<file path="src/design/sm83_pkg.sv">
`timescale 1ns / 1ps
// shared types and constants for the sm83 8-bit alu
// no dependencies; used by sm83_core and sm83_alu_8bit

package sm83_pkg;

	// operation codes
	typedef enum logic [4:0] {
		CMD_ADD  = 5'd0,
		CMD_ADC  = 5'd1,
		CMD_SUB  = 5'd2,
		CMD_SBC  = 5'd3,
		CMD_AND  = 5'd4,
		CMD_XOR  = 5'd5,
		CMD_OR   = 5'd6,
		CMD_CP   = 5'd7,
		CMD_INC  = 5'd8,
		CMD_DEC  = 5'd9,
		CMD_DAA  = 5'd10,
		CMD_CPL  = 5'd11,
		CMD_CCF  = 5'd12,
		CMD_SCF  = 5'd13,
		CMD_RLC  = 5'd14,
		CMD_RRC  = 5'd15,
		CMD_RL   = 5'd16,
		CMD_RR   = 5'd17,
		CMD_SLA  = 5'd18,
		CMD_SRA  = 5'd19,
		CMD_SRL  = 5'd20,
		CMD_SWAP = 5'd21,
		CMD_BIT  = 5'd22,
		CMD_RES  = 5'd23,
		CMD_SET  = 5'd24,
		CMD_RLCA = 5'd25,
		CMD_RRCA = 5'd26,
		CMD_RLA  = 5'd27,
		CMD_RRA  = 5'd28
	} cmd_t;

	// decimal adjust constants
	localparam logic [7:0] DAA_LIMIT    = 8'h99;
	localparam logic [7:0] DAA_ADJ_HI   = 8'h60;
	localparam logic [7:0] DAA_ADJ_LO   = 8'h06;
	localparam logic [3:0] DAA_NIB_LIMIT = 4'h9;

	typedef struct packed {
		logic zero;
		logic sub;
		logic half;
		logic carry;
	} flags_t;

	// one operation word
	typedef struct packed {
		logic [4:0] cmd;
		logic [7:0] operand_a;
		logic [7:0] operand_b;
		logic [2:0] bit_index;
		flags_t     flags;
	} op_t;

	// one result word
	typedef struct packed {
		logic [7:0] result;
		logic       write_result;
		flags_t     flags;
	} res_t;

endpackage

</file>
<file path="src/design/sm83_core.sv">
`timescale 1ns / 1ps
// combinational datapath of the sm83 alu: result byte, write enable and flags
// depends on sm83_pkg

module sm83_core (
	input  sm83_pkg::op_t  op,
	output sm83_pkg::res_t res
);

	always_comb begin
		logic [7:0] a;
		logic [7:0] b;
		logic       t;
		logic [8:0] wide;
		logic [4:0] nib;
		logic [7:0] adj;
		logic [7:0] r;
		logic       wr;
		logic       z;
		logic       n;
		logic       h;
		logic       c;
		logic       zfrom;

		a     = op.operand_a;
		b     = op.operand_b;
		t     = 1'b0;
		wide  = 9'd0;
		nib   = 5'd0;
		adj   = 8'd0;
		r     = a;
		wr    = 1'b1;
		z     = op.flags.zero;
		n     = op.flags.sub;
		h     = op.flags.half;
		c     = op.flags.carry;
		zfrom = 1'b0;

		case (sm83_pkg::cmd_t'(op.cmd))
			sm83_pkg::CMD_ADD, sm83_pkg::CMD_ADC: begin
				t     = (sm83_pkg::cmd_t'(op.cmd) == sm83_pkg::CMD_ADC) ? op.flags.carry : 1'b0;
				wide  = {1'b0, a} + {1'b0, b} + {8'd0, t};
				nib   = {1'b0, a[3:0]} + {1'b0, b[3:0]} + {4'd0, t};
				r     = wide[7:0];
				n     = 1'b0;
				h     = nib[4];
				c     = wide[8];
				zfrom = 1'b1;
			end
			sm83_pkg::CMD_SUB, sm83_pkg::CMD_SBC, sm83_pkg::CMD_CP: begin
				t     = (sm83_pkg::cmd_t'(op.cmd) == sm83_pkg::CMD_SBC) ? op.flags.carry : 1'b0;
				// borrow shows up in the top bit
				wide  = {1'b0, a} - {1'b0, b} - {8'd0, t};
				nib   = {1'b0, a[3:0]} - {1'b0, b[3:0]} - {4'd0, t};
				r     = wide[7:0];
				n     = 1'b1;
				h     = nib[4];
				c     = wide[8];
				zfrom = 1'b1;
				wr    = (sm83_pkg::cmd_t'(op.cmd) != sm83_pkg::CMD_CP);
			end
			sm83_pkg::CMD_AND: begin
				r = a & b; n = 1'b0; h = 1'b1; c = 1'b0; zfrom = 1'b1;
			end
			sm83_pkg::CMD_XOR: begin
				r = a ^ b; n = 1'b0; h = 1'b0; c = 1'b0; zfrom = 1'b1;
			end
			sm83_pkg::CMD_OR: begin
				r = a | b; n = 1'b0; h = 1'b0; c = 1'b0; zfrom = 1'b1;
			end
			sm83_pkg::CMD_INC: begin
				r = a + 8'd1; n = 1'b0; h = (a[3:0] == 4'hF); zfrom = 1'b1;
			end
			sm83_pkg::CMD_DEC: begin
				r = a - 8'd1; n = 1'b1; h = (a[3:0] == 4'h0); zfrom = 1'b1;
			end
			sm83_pkg::CMD_DAA: begin
				if (!op.flags.sub) begin
					if (op.flags.carry || (a > sm83_pkg::DAA_LIMIT)) begin
						adj = adj | sm83_pkg::DAA_ADJ_HI;
						c   = 1'b1;
					end
					if (op.flags.half || (a[3:0] > sm83_pkg::DAA_NIB_LIMIT)) begin
						adj = adj | sm83_pkg::DAA_ADJ_LO;
					end
					r = a + adj;
				end else begin
					if (op.flags.carry) adj = adj | sm83_pkg::DAA_ADJ_HI;
					if (op.flags.half)  adj = adj | sm83_pkg::DAA_ADJ_LO;
					r = a - adj;
				end
				h     = 1'b0;
				zfrom = 1'b1;
			end
			sm83_pkg::CMD_CPL: begin
				r = ~a; n = 1'b1; h = 1'b1;
			end
			sm83_pkg::CMD_CCF: begin
				n = 1'b0; h = 1'b0; c = ~op.flags.carry;
			end
			sm83_pkg::CMD_SCF: begin
				n = 1'b0; h = 1'b0; c = 1'b1;
			end
			sm83_pkg::CMD_RLC: begin
				c = a[7]; r = {a[6:0], a[7]}; n = 1'b0; h = 1'b0; zfrom = 1'b1;
			end
			sm83_pkg::CMD_RRC: begin
				c = a[0]; r = {a[0], a[7:1]}; n = 1'b0; h = 1'b0; zfrom = 1'b1;
			end
			sm83_pkg::CMD_RL: begin
				c = a[7]; r = {a[6:0], op.flags.carry}; n = 1'b0; h = 1'b0; zfrom = 1'b1;
			end
			sm83_pkg::CMD_RR: begin
				c = a[0]; r = {op.flags.carry, a[7:1]}; n = 1'b0; h = 1'b0; zfrom = 1'b1;
			end
			sm83_pkg::CMD_SLA: begin
				c = a[7]; r = {a[6:0], 1'b0}; n = 1'b0; h = 1'b0; zfrom = 1'b1;
			end
			sm83_pkg::CMD_SRA: begin
				c = a[0]; r = {a[7], a[7:1]}; n = 1'b0; h = 1'b0; zfrom = 1'b1;
			end
			sm83_pkg::CMD_SRL: begin
				c = a[0]; r = {1'b0, a[7:1]}; n = 1'b0; h = 1'b0; zfrom = 1'b1;
			end
			sm83_pkg::CMD_SWAP: begin
				r = {a[3:0], a[7:4]}; n = 1'b0; h = 1'b0; c = 1'b0; zfrom = 1'b1;
			end
			sm83_pkg::CMD_BIT: begin
				wr = 1'b0; n = 1'b0; h = 1'b1; z = ~a[op.bit_index];
			end
			sm83_pkg::CMD_RES: begin
				r = a & ~(8'h01 << op.bit_index);
			end
			sm83_pkg::CMD_SET: begin
				r = a | (8'h01 << op.bit_index);
			end
			// accumulator rotates always clear z
			sm83_pkg::CMD_RLCA: begin
				c = a[7]; r = {a[6:0], a[7]}; n = 1'b0; h = 1'b0; z = 1'b0;
			end
			sm83_pkg::CMD_RRCA: begin
				c = a[0]; r = {a[0], a[7:1]}; n = 1'b0; h = 1'b0; z = 1'b0;
			end
			sm83_pkg::CMD_RLA: begin
				c = a[7]; r = {a[6:0], op.flags.carry}; n = 1'b0; h = 1'b0; z = 1'b0;
			end
			sm83_pkg::CMD_RRA: begin
				c = a[0]; r = {op.flags.carry, a[7:1]}; n = 1'b0; h = 1'b0; z = 1'b0;
			end
			default: begin
				// unused codes: no write, flags unchanged
				r  = a;
				wr = 1'b0;
			end
		endcase

		if (zfrom) z = (r == 8'd0);

		res.result       = r;
		res.write_result = wr;
		res.flags.zero   = z;
		res.flags.sub    = n;
		res.flags.half   = h;
		res.flags.carry  = c;
	end

endmodule

</file>
<file path="src/design/sm83_alu_8bit.sv">
`timescale 1ns / 1ps
// top level of the sm83 8-bit alu: input register, datapath, result register
// depends on sm83_pkg and sm83_core
//
// usage
//  - input channel: in_valid / in_stall, one operation word per accepted edge
//    (in_valid high, in_stall low); fields cmd, operand_a, operand_b,
//    bit_index and the four incoming flags
//  - output channel: out_valid / out_stall, one result word per operation:
//    result byte, write_result and the four new flags
//  - path: an accepted operation word is held in the input register, then its
//    result word in the result register, which drives out_valid; the alu
//    logic sits between the two
//  - throughput: one word per cycle, sustained, as long as the receiver takes
//    results; the only limit is the two-entry register pipeline
//  - back pressure: when out_stall holds, the result register keeps its word
//    and the input register still takes one more word; only when both are
//    full does in_stall rise, so no word is dropped or repeated
//  - reset (arst_n low, asynchronous) empties both stages; payload registers
//    are not cleared and carry no meaning until their valid bit is set
//  - no configuration, no internal state beyond the two pipeline stages

module sm83_alu_8bit (
	input  logic       clk,
	input  logic       arst_n,

	input  logic       in_valid,
	output logic       in_stall,
	input  logic [4:0] cmd,
	input  logic [7:0] operand_a,
	input  logic [7:0] operand_b,
	input  logic [2:0] bit_index,
	input  logic       zero_in,
	input  logic       sub_in,
	input  logic       half_in,
	input  logic       carry_in,

	output logic       out_valid,
	input  logic       out_stall,
	output logic [7:0] result,
	output logic       write_result,
	output logic       zero_out,
	output logic       sub_out,
	output logic       half_out,
	output logic       carry_out
);

	// stage 1: registered operation word
	logic           valid_s1;
	sm83_pkg::op_t  op_s1;
	// stage 2: registered result word
	logic           valid_s2;
	sm83_pkg::res_t res_s2;

	sm83_pkg::res_t res_comb;
	logic           adv_s1;

	// stage 1 may move on when the result register is empty or being taken
	assign adv_s1   = !valid_s2 || !out_stall;
	assign in_stall = valid_s1 && !adv_s1;

	sm83_core u_core (
		.op  (op_s1),
		.res (res_comb)
	);

	// control bits
	always_ff @(posedge clk or negedge arst_n) begin
		if (!arst_n) begin
			valid_s1 <= 1'b0;
			valid_s2 <= 1'b0;
		end else begin
			if (!in_stall) valid_s1 <= in_valid;
			if (adv_s1)    valid_s2 <= valid_s1;
		end
	end

	// payload, no reset
	always_ff @(posedge clk) begin
		if (!in_stall && in_valid) begin
			op_s1.cmd         <= cmd;
			op_s1.operand_a   <= operand_a;
			op_s1.operand_b   <= operand_b;
			op_s1.bit_index   <= bit_index;
			op_s1.flags.zero  <= zero_in;
			op_s1.flags.sub   <= sub_in;
			op_s1.flags.half  <= half_in;
			op_s1.flags.carry <= carry_in;
		end
		if (adv_s1 && valid_s1) begin
			res_s2 <= res_comb;
		end
	end

	assign out_valid    = valid_s2;
	assign result       = res_s2.result;
	assign write_result = res_s2.write_result;
	assign zero_out     = res_s2.flags.zero;
	assign sub_out      = res_s2.flags.sub;
	assign half_out     = res_s2.flags.half;
	assign carry_out    = res_s2.flags.carry;

endmodule
</file>
<file path="config.mk">
export PLATFORM = sky130hd
export DESIGN_NAME = sm83_alu_8bit
export DESIGN_NICKNAME = d
export VERILOG_FILES = /design/src/design/sm83_pkg.sv /design/src/design/sm83_core.sv /design/src/design/sm83_alu_8bit.sv
export SDC_FILE = /design/constraint.sdc
export NUM_CORES = 1
export LEC_CHECK = 0
export BUFFER_PORTS_ARGS = -buffer_cell sky130_fd_sc_hd__buf_4
export CAP_MARGIN = 20
export CORE_MARGIN = 2
export CORE_UTILIZATION = 55
export DETAILED_ROUTE_END_ITERATION = 8
export PLACE_DENSITY = 0.78
export SLEW_MARGIN = 5
export SYNTH_ARGS = -nofsm -noshare
export SYNTH_HDL_FRONTEND = slang
export SYNTH_SLANG_ARGS = --single-unit
</file>
<file path="constraint.sdc">
create_clock -name clk -period 4.41 [get_ports clk]
set_clock_uncertainty 0.1 [all_clocks]
set_input_delay 0.6615 -clock clk [delete_from_list [all_inputs] [get_ports clk]]
set_output_delay 0.6615 -clock clk [all_outputs]
set_load 0.005 [all_outputs]
</file>
==> impl_metrics.py, run 1 <==
metrics = {
    "synthesis": {
        "synth_compound_area_share_pct": 28.0,
        "synthArstFlopShare_pct": 4.65,
        "netlist_instances": 506,
        "yosys_warnings": 0,
        "syn_area_per_cell_um2": 8.71,
        "synth_top_cells_by_count": "edfxtp_1 (41), nor2_1 (41), o21ai_0 (35)",
        "synthSimpleGateAreaFrac_pct": 20.0,
        "synth_top_area_cell": "edfxtp_1",
        "synthesis.nets": 574,
        "synthTopCellsByArea": "edfxtp_1 (28%), ha_1 (8.8%), o21ai_0 (4.0%)",
        "synth_edf_count": 41,
        "synth.distinct_cells": 77,
        "syn_area_um2": 4410,
        "synth_seq_cells": 43,
        "synth_top_family_by_area": "compound AO/OA/AOI/OAI gates",
        "muxShareOfSynthArea_pct": 2.53,
        "synth_flop_cell": "edfxtp_1",
        "synthXorXnorAreaFrac_pct": 3.58,
        "synth_top_area_share_pct": 27.9,
        "synthAdderAreaFrac_pct": 11.1,
        "synth.yosys.seq_area_share_pct": 29.1,
    },
    "power": {
        "p_int_uw": 815,
        "power_density_nw_per_um2": 257,
        "swShare_pct": 36.7,
        "p_total_uw": 1290,
        "pwr-share-clk_pct": 19.6,
        "power_leakage_uw": 0.00201,
        "irDropWorstVdd_mv": 0.152,
        "seqPwrFrac_pct": 40.5,
        "p_sw_uw": 472,
        "pwr-share-comb_pct": 39.9,
    },
    "flow_run": {
        "maxCapViolCount": 0,
    },
    "global_routing": {
        "antenna_found_initial": 1,
        "grt_overflow": 0,
        "grt_max_degree": 38,
        "grt_pass1_wl_mm": 23.5,
        "track_usage_pct": 35.8,
        "grt_pass1_vias": 4253,
    },
    "sta": {
        "finalSetupViolations": 0,
        "period_share_pct": 95.6,
        "hold_viol_final": 0,
        "fmax_ghz": 0.237,
        "setup-tns-final_ns": 0,
        "tightest_slew_ns": 1.00,
        "slew_violations": 0,
        "fin_crit_ns": 4.21,
        "rsz0062_at_grt": "no",
        "maxSlewHeadroom_pct": 32.4,
        "hold_slack_ns": 0.0175,
    },
    "route": {
        "vias_per_cell": 6.91,
        "ant_nets": 0,
        "wl_per_cell_um": 23.4,
        "drt_iter0_markers": 696,
        "dr.pass1.iters": 6,
        "routed_wl_mm": 15.3,
        "vias": 4530,
        "drc_errors": 0,
    },
    "critical_path": {
        "crit_required_ns": 4.44,
        "critical_path_peak_fanout": 10,
        "worstSetupEndpointType": "flip-flop",
        "crit_arrival_ns": 4.24,
        "start_kind": "flip-flop",
        "path_class": "flip-flop to flip-flop",
    },
    "floorplanning": {
        "start_util_pct": 57.1,
        "fp.dieW_um": 93.5,
        "core_um2": 7730,
        "dieArea_um2": 8750,
        "die_h_um": 93.5,
        "rows": 32,
        "io_pins": 47,
    },
    "cts": {
        "insertion_delay_ns": 0.30,
        "htreeDepth": 2,
        "cts.hold.buffers_added": 0,
        "cts_tree": "yes",
        "cts_made_buffers": 5,
        "clockBufferDepth": 2,
        "clk_pin_slew_ns": 0.09,
        "cts_setup_buffers": 0,
        "numClockSinks": 43,
        "postCtsResizedCells": 0,
        "root_buffer": "clkbuf_8",
    },
    "final_layout": {
        "drive_above_1_share_pct": 17.9,
        "final_cells": 656,
        "multi_input_area_um2": 2880,
        "final_nets": 620,
        "syn2layout_area_growth_pct": 13.8,
        "seqCellArea_um2": 1280,
        "fill_cells": 680,
    },
    "place": {
        "place_inst": 646,
        "io_buffers": 46,
        "gp_congestion": 1.02,
        "dpl.hpwl_mm": 11.8,
    },
    "outcome": {
        "status": "finished, final reports clean",
    },
    "worst_hold_path": {
        "hold_class": "input port to async pin",
    },
}
-- area by class of cell --
type	instances	area share (%)
Antenna cell	1	0.0499
Sequential cell	43	25.5
Clock inverter	2	0.249
Multi-Input combinational cell	402	57.3
Clock buffer	6	1.45
Inverter	28	2.09
Tap cell	102	2.54
Timing Repair Buffer	72	10.8
-- cells by family after synthesis --
kind of cell	Yosys count
and+or+nand+nor	165
muxes	8
buffers and inverters	61
adders and majority gates	36
AOI/OAI and AO/OA	175
DFF	43
xor gates and xnor gates	18
-- cells in the final DEF (no fill, tap or decap), drive strengths merged, types with 9 or more instances in the layout --
master,netlist,final
nor2b,15,15
xnor2,12,12
o21ai,37,37
nor2,41,41
edfxtp,41,41
inv,28,28
a21oi,28,28
buf,15,72
nand2b,14,14
nand3,9,9
nor3,13,13
a211oi,11,11
ha,31,31
o22ai,13,13
nand2,32,32
-- path summary, 6_finish.rpt --
check                                     start               endpoint  slack, ns  cells after the start
min in group clk           valid_s1$_DFFE_PN0N_  out_valid$_DFFE_PN0N_       0.38                      1
setup reg to reg            op_s1[26]$_DFFE_PP_     zero_out$_DFFE_PP_       0.20                     13
setup / recovery            op_s1[26]$_DFFE_PP_     zero_out$_DFFE_PP_       0.20                     13
hold / removal                           arst_n  out_valid$_DFFE_PN0N_       0.02                      1
hold reg to reg            valid_s1$_DFFE_PN0N_  out_valid$_DFFE_PN0N_       0.38                      1
max in group asynchronous                arst_n   valid_s1$_DFFE_PN0N_       4.11                      1
-- metrics by stage --
step | setup slack, ns | area, um2 | util, %
2_1_floorplan | 0.253 | 4410 | -
3_3_place_gp | 0.306 | 4920 | 63.7
3_5_place_dp | 0.192 | 4920 | 63.7
4_1_cts | 0.118 | 5010 | 64.8
5_1_grt | 0.0364 | 5020 | 64.9
6_report | 0.196 | 5020 | 64.9
-- worst max-delay path: stages, from the launching register on --
cell	delay, ns
edfxtp_1	0.53
nor2_1	0.19
buf_4	0.16
nand4_1	0.17
fa_1	0.61
inv_1	0.06
ha_1	0.17
o21ai_1	0.24
nand3b_1	0.14
xor2_1	0.19
a222oi_1	0.36
a41oi_1	0.26
or4b_1	0.57
o41ai_2	0.29
-- metal layers --
metal / track usage [%] / vias to the layer above / routed length, um / share of wire (%)
met3: 9.83 / 78 / 1950 / 13
met5: 0 / - / 0 / 0
met4: 13.6 / 0 / 716 / 4.7
li1: - / 2012 / - / -
met1: 47.8 / 2111 / 5840 / 38
met2: 55.3 / 329 / 6820 / 44
-- flip-flops by register name (all words and copies together) (netlist names) --
register	flops
half_out	1
result	8
sub_out	1
out_valid	1
zero_out	1
op_s1	28
valid_s1	1
write_result	1
carry_out	1
-- power by group through the flow --
stage          Combinational [uW]  Clock (uW)  Sequential (uW)
5_1_grt                       550         274              525
3_5_place_dp                  494           0              530
3_3_place_gp                  487           0              528
2_1_floorplan                 325           0              522
4_1_cts                       497         256              520
6_report                      514         253              521
Note: power is estimated with default switching activity, not from simulation.
==> run 2, diff against run 1 <==
--- a/config.mk
+++ b/config.mk
@@ -5,6 +5,7 @@
 export SDC_FILE = /design/constraint.sdc
 export NUM_CORES = 1
 export LEC_CHECK = 0
+export ABC_AREA = 1
 export BUFFER_PORTS_ARGS = -buffer_cell sky130_fd_sc_hd__buf_4
 export CAP_MARGIN = 20
 export CORE_MARGIN = 2
==> impl_metrics.py, run 2 <==
metrics = {
    "synthesis": {
        "synth_top_family_by_area": "simple AND/OR/NAND/NOR gates",
        "muxShareOfSynthArea_pct": 0,
        "syn_area_per_cell_um2": 6.69,
        "synth_top_cells_by_count": "nand2_1 (193), nor2_1 (83), inv_1 (75)",
        "synthAdderAreaFrac_pct": 10.7,
        "synth_top_area_share_pct": 26.9,
        "synth_seq_cells": 43,
        "yosys_warnings": 0,
        "synthXorXnorAreaFrac_pct": 0.191,
        "syn_area_um2": 4580,
        "synthArstFlopShare_pct": 4.65,
        "synthTopCellsByArea": "edfxtp_1 (27%), nand2_1 (16%), ha_1 (8.5%)",
        "synthesis.nets": 752,
        "synth_compound_area_share_pct": 9.70,
        "netlist_instances": 684,
        "synth_flop_cell": "edfxtp_1",
        "synth_edf_count": 41,
        "synth.distinct_cells": 41,
        "synthMostInstantiatedCell": "nand2_1",
        "synthSimpleGateAreaFrac_pct": 42.2,
        "synth_top_area_cell": "edfxtp_1",
        "synth.yosys.seq_area_share_pct": 28.0,
    },
    "floorplanning": {
        "fp.dieW_um": 95.2,
        "rows": 33,
        "die_h_um": 95.2,
        "io_pins": 47,
        "start_util_pct": 56.3,
        "dieArea_um2": 9070,
        "core_um2": 8130,
    },
    "route": {
        "drt_iter0_markers": 588,
        "vias": 4985,
        "dr.pass1.iters": 5,
        "wl_per_cell_um": 18.6,
        "routed_wl_mm": 15.6,
        "drc_errors": 0,
        "ant_nets": 0,
        "vias_per_cell": 5.94,
    },
    "cts": {
        "cts_setup_buffers": 0,
        "cts_tree": "yes",
        "cts.hold.buffers_added": 0,
        "insertion_delay_ns": 0.32,
        "htreeDepth": 2,
        "root_buffer": "clkbuf_8",
        "postCtsResizedCells": 0,
        "clk_pin_slew_ns": 0.09,
        "cts_made_buffers": 5,
        "clockBufferDepth": 2,
        "numClockSinks": 43,
    },
    "sta": {
        "slew_violations": 0,
        "setup_ws_ns": 0.554,
        "tightest_slew_ns": 0.928,
        "fmax_ghz": 0.259,
        "finalSetupViolations": 0,
        "hold_viol_final": 0,
        "fin_crit_ns": 3.86,
        "setup-tns-final_ns": 0,
        "rsz0062_at_grt": "no",
        "maxSlewHeadroom_pct": 37.9,
        "period_share_pct": 87.4,
    },
    "flow_run": {
        "maxCapViolCount": 0,
    },
    "place": {
        "gp_congestion": 1.09,
        "io_buffers": 46,
        "place_inst": 829,
        "dp_slack_ns": 0.653,
        "dpl.hpwl_mm": 12.2,
    },
    "global_routing": {
        "grt_pass1_wl_mm": 24.2,
        "track_usage_pct": 35.9,
        "antenna_found_initial": 0,
        "grt_max_degree": 29,
        "grt_pass1_vias": 4618,
        "grt_overflow": 0,
    },
    "critical_path": {
        "crit_required_ns": 4.39,
        "crit_arrival_ns": 3.84,
        "path_class": "flip-flop to flip-flop",
        "reg2reg_depth": 19,
        "start_kind": "flip-flop",
        "worstSetupEndpointType": "flip-flop",
        "critical_path_peak_fanout": 10,
    },
    "outcome": {
        "status": "finished, final reports clean",
    },
    "power": {
        "irDropWorstVdd_mv": 0.153,
        "power_density_nw_per_um2": 272,
        "power_leakage_uw": 0.00252,
    },
    "final_layout": {
        "final_cell_mix": "nand2_1 (193), nor2_1 (83), inv_1 (75)",
        "largest_reg_flops": 28,
        "drive_above_1_share_pct": 14.9,
        "final_common_cell": "nand2_1",
        "top_register": "op_s1",
        "final_nets": 801,
        "fill_cells": 768,
        "final_util_pct": 63.6,
        "final_cells": 839,
        "n_antenna_cell": 0,
        "syn2layout_area_growth_pct": 12.9,
    },
    "worst_hold_path": {
        "hold_class": "input port to async pin",
    },
}
## run 2: changes by cell type after synthesis, sizes merged, moves of 15 or more
cell	change
nor2	+60
nand4	+20
nand2	+168
nand3	+68
clkbuf	-16
inv	+54
o21ai	-15
nor2b	-15
## run 2: final timing paths
check                                     startpoint                     to  slack, ns
worst max-delay path             op_s1[18]$_DFFE_PP_     zero_out$_DFFE_PP_       0.55
worst min-delay path                          arst_n   valid_s1$_DFFE_PN0N_       0.02
worst max register to register   op_s1[18]$_DFFE_PP_     zero_out$_DFFE_PP_       0.55
worst min register to register  valid_s1$_DFFE_PN0N_  out_valid$_DFFE_PN0N_       0.40
max in group asynchronous                     arst_n  out_valid$_DFFE_PN0N_       4.10
min in group clk                valid_s1$_DFFE_PN0N_  out_valid$_DFFE_PN0N_       0.40
## run 2: per-layer routing
| metal | vias to the layer above | part of all wire [%] | global-route usage [%] |
|---|---|---|---|
| met4 | 0 | 4.1 | 14.4 |
| met2 | 319 | 44 | 55.1 |
| met3 | 59 | 12 | 9.64 |
| li1 | 2380 | - | - |
| met5 | - | 0 | 0 |
| met1 | 2227 | 40 | 48.0 |
## run 2: cells by family (layout without fill, tap and decap cells)
group | Yosys count | in the layout
AOI/OAI and AO/OA | 75 | 75
xor gates and xnor gates | 1 | 1
adders and majority gates | 36 | 36
buffers and inverters | 102 | 152
DFF | 43 | 43
and+or+nand+nor | 427 | 427
## run 2: stage by stage
stage / hold slack (ns) / cell area, um2 / power, uW
floorplan: 0.266 / 4580 / 882
global placement: 0.340 / 5020 / 1040
detailed placement: 0.352 / 5020 / 1060
CTS: 0.0301 / 5130 / 1380
global route: 0.0243 / 5170 / 1480
finish: 0.0173 / 5170 / 1410
## run 2: power breakdown
| group | switching [uW] | total [uW] | internal, uW | leakage (uW) |
|---|---|---|---|---|
| registers | 44.1 | 549 | 505 | 0.000417 |
| logic | 330 | 519 | 190 | 0.00205 |
| clock network | 166 | 337 | 171 | 0.0000548 |
## run 2: worst max-delay path, stage by stage, from the launching register on
cell	delay, ns
edfxtp_1	0.57
clkinv_1	0.40
nor2_1	0.29
nand2_1	0.08
nand3_1	0.09
a21oi_1	0.11
ha_1	0.23
or2_2	0.27
a21oi_1	0.15
ha_1	0.28
a21oi_1	0.13
o21ai_0	0.09
a21oi_1	0.18
inv_1	0.06
nand2_1	0.06
nand3_1	0.15
nand4_1	0.15
nand2_1	0.08
nand4_1	0.09
nand2_1	0.05
## run 2: area by class of cell
class | count | area, um2 | share of cell area, %
Multi-Input combinational cell | 539 | 2870 | 55.6
Sequential cell | 43 | 1280 | 24.8
Timing Repair Buffer | 55 | 433 | 8.37
Inverter | 89 | 335 | 6.49
Tap cell | 105 | 131 | 2.54
Clock buffer | 5 | 68.8 | 1.33
Clock inverter | 3 | 46.3 | 0.895
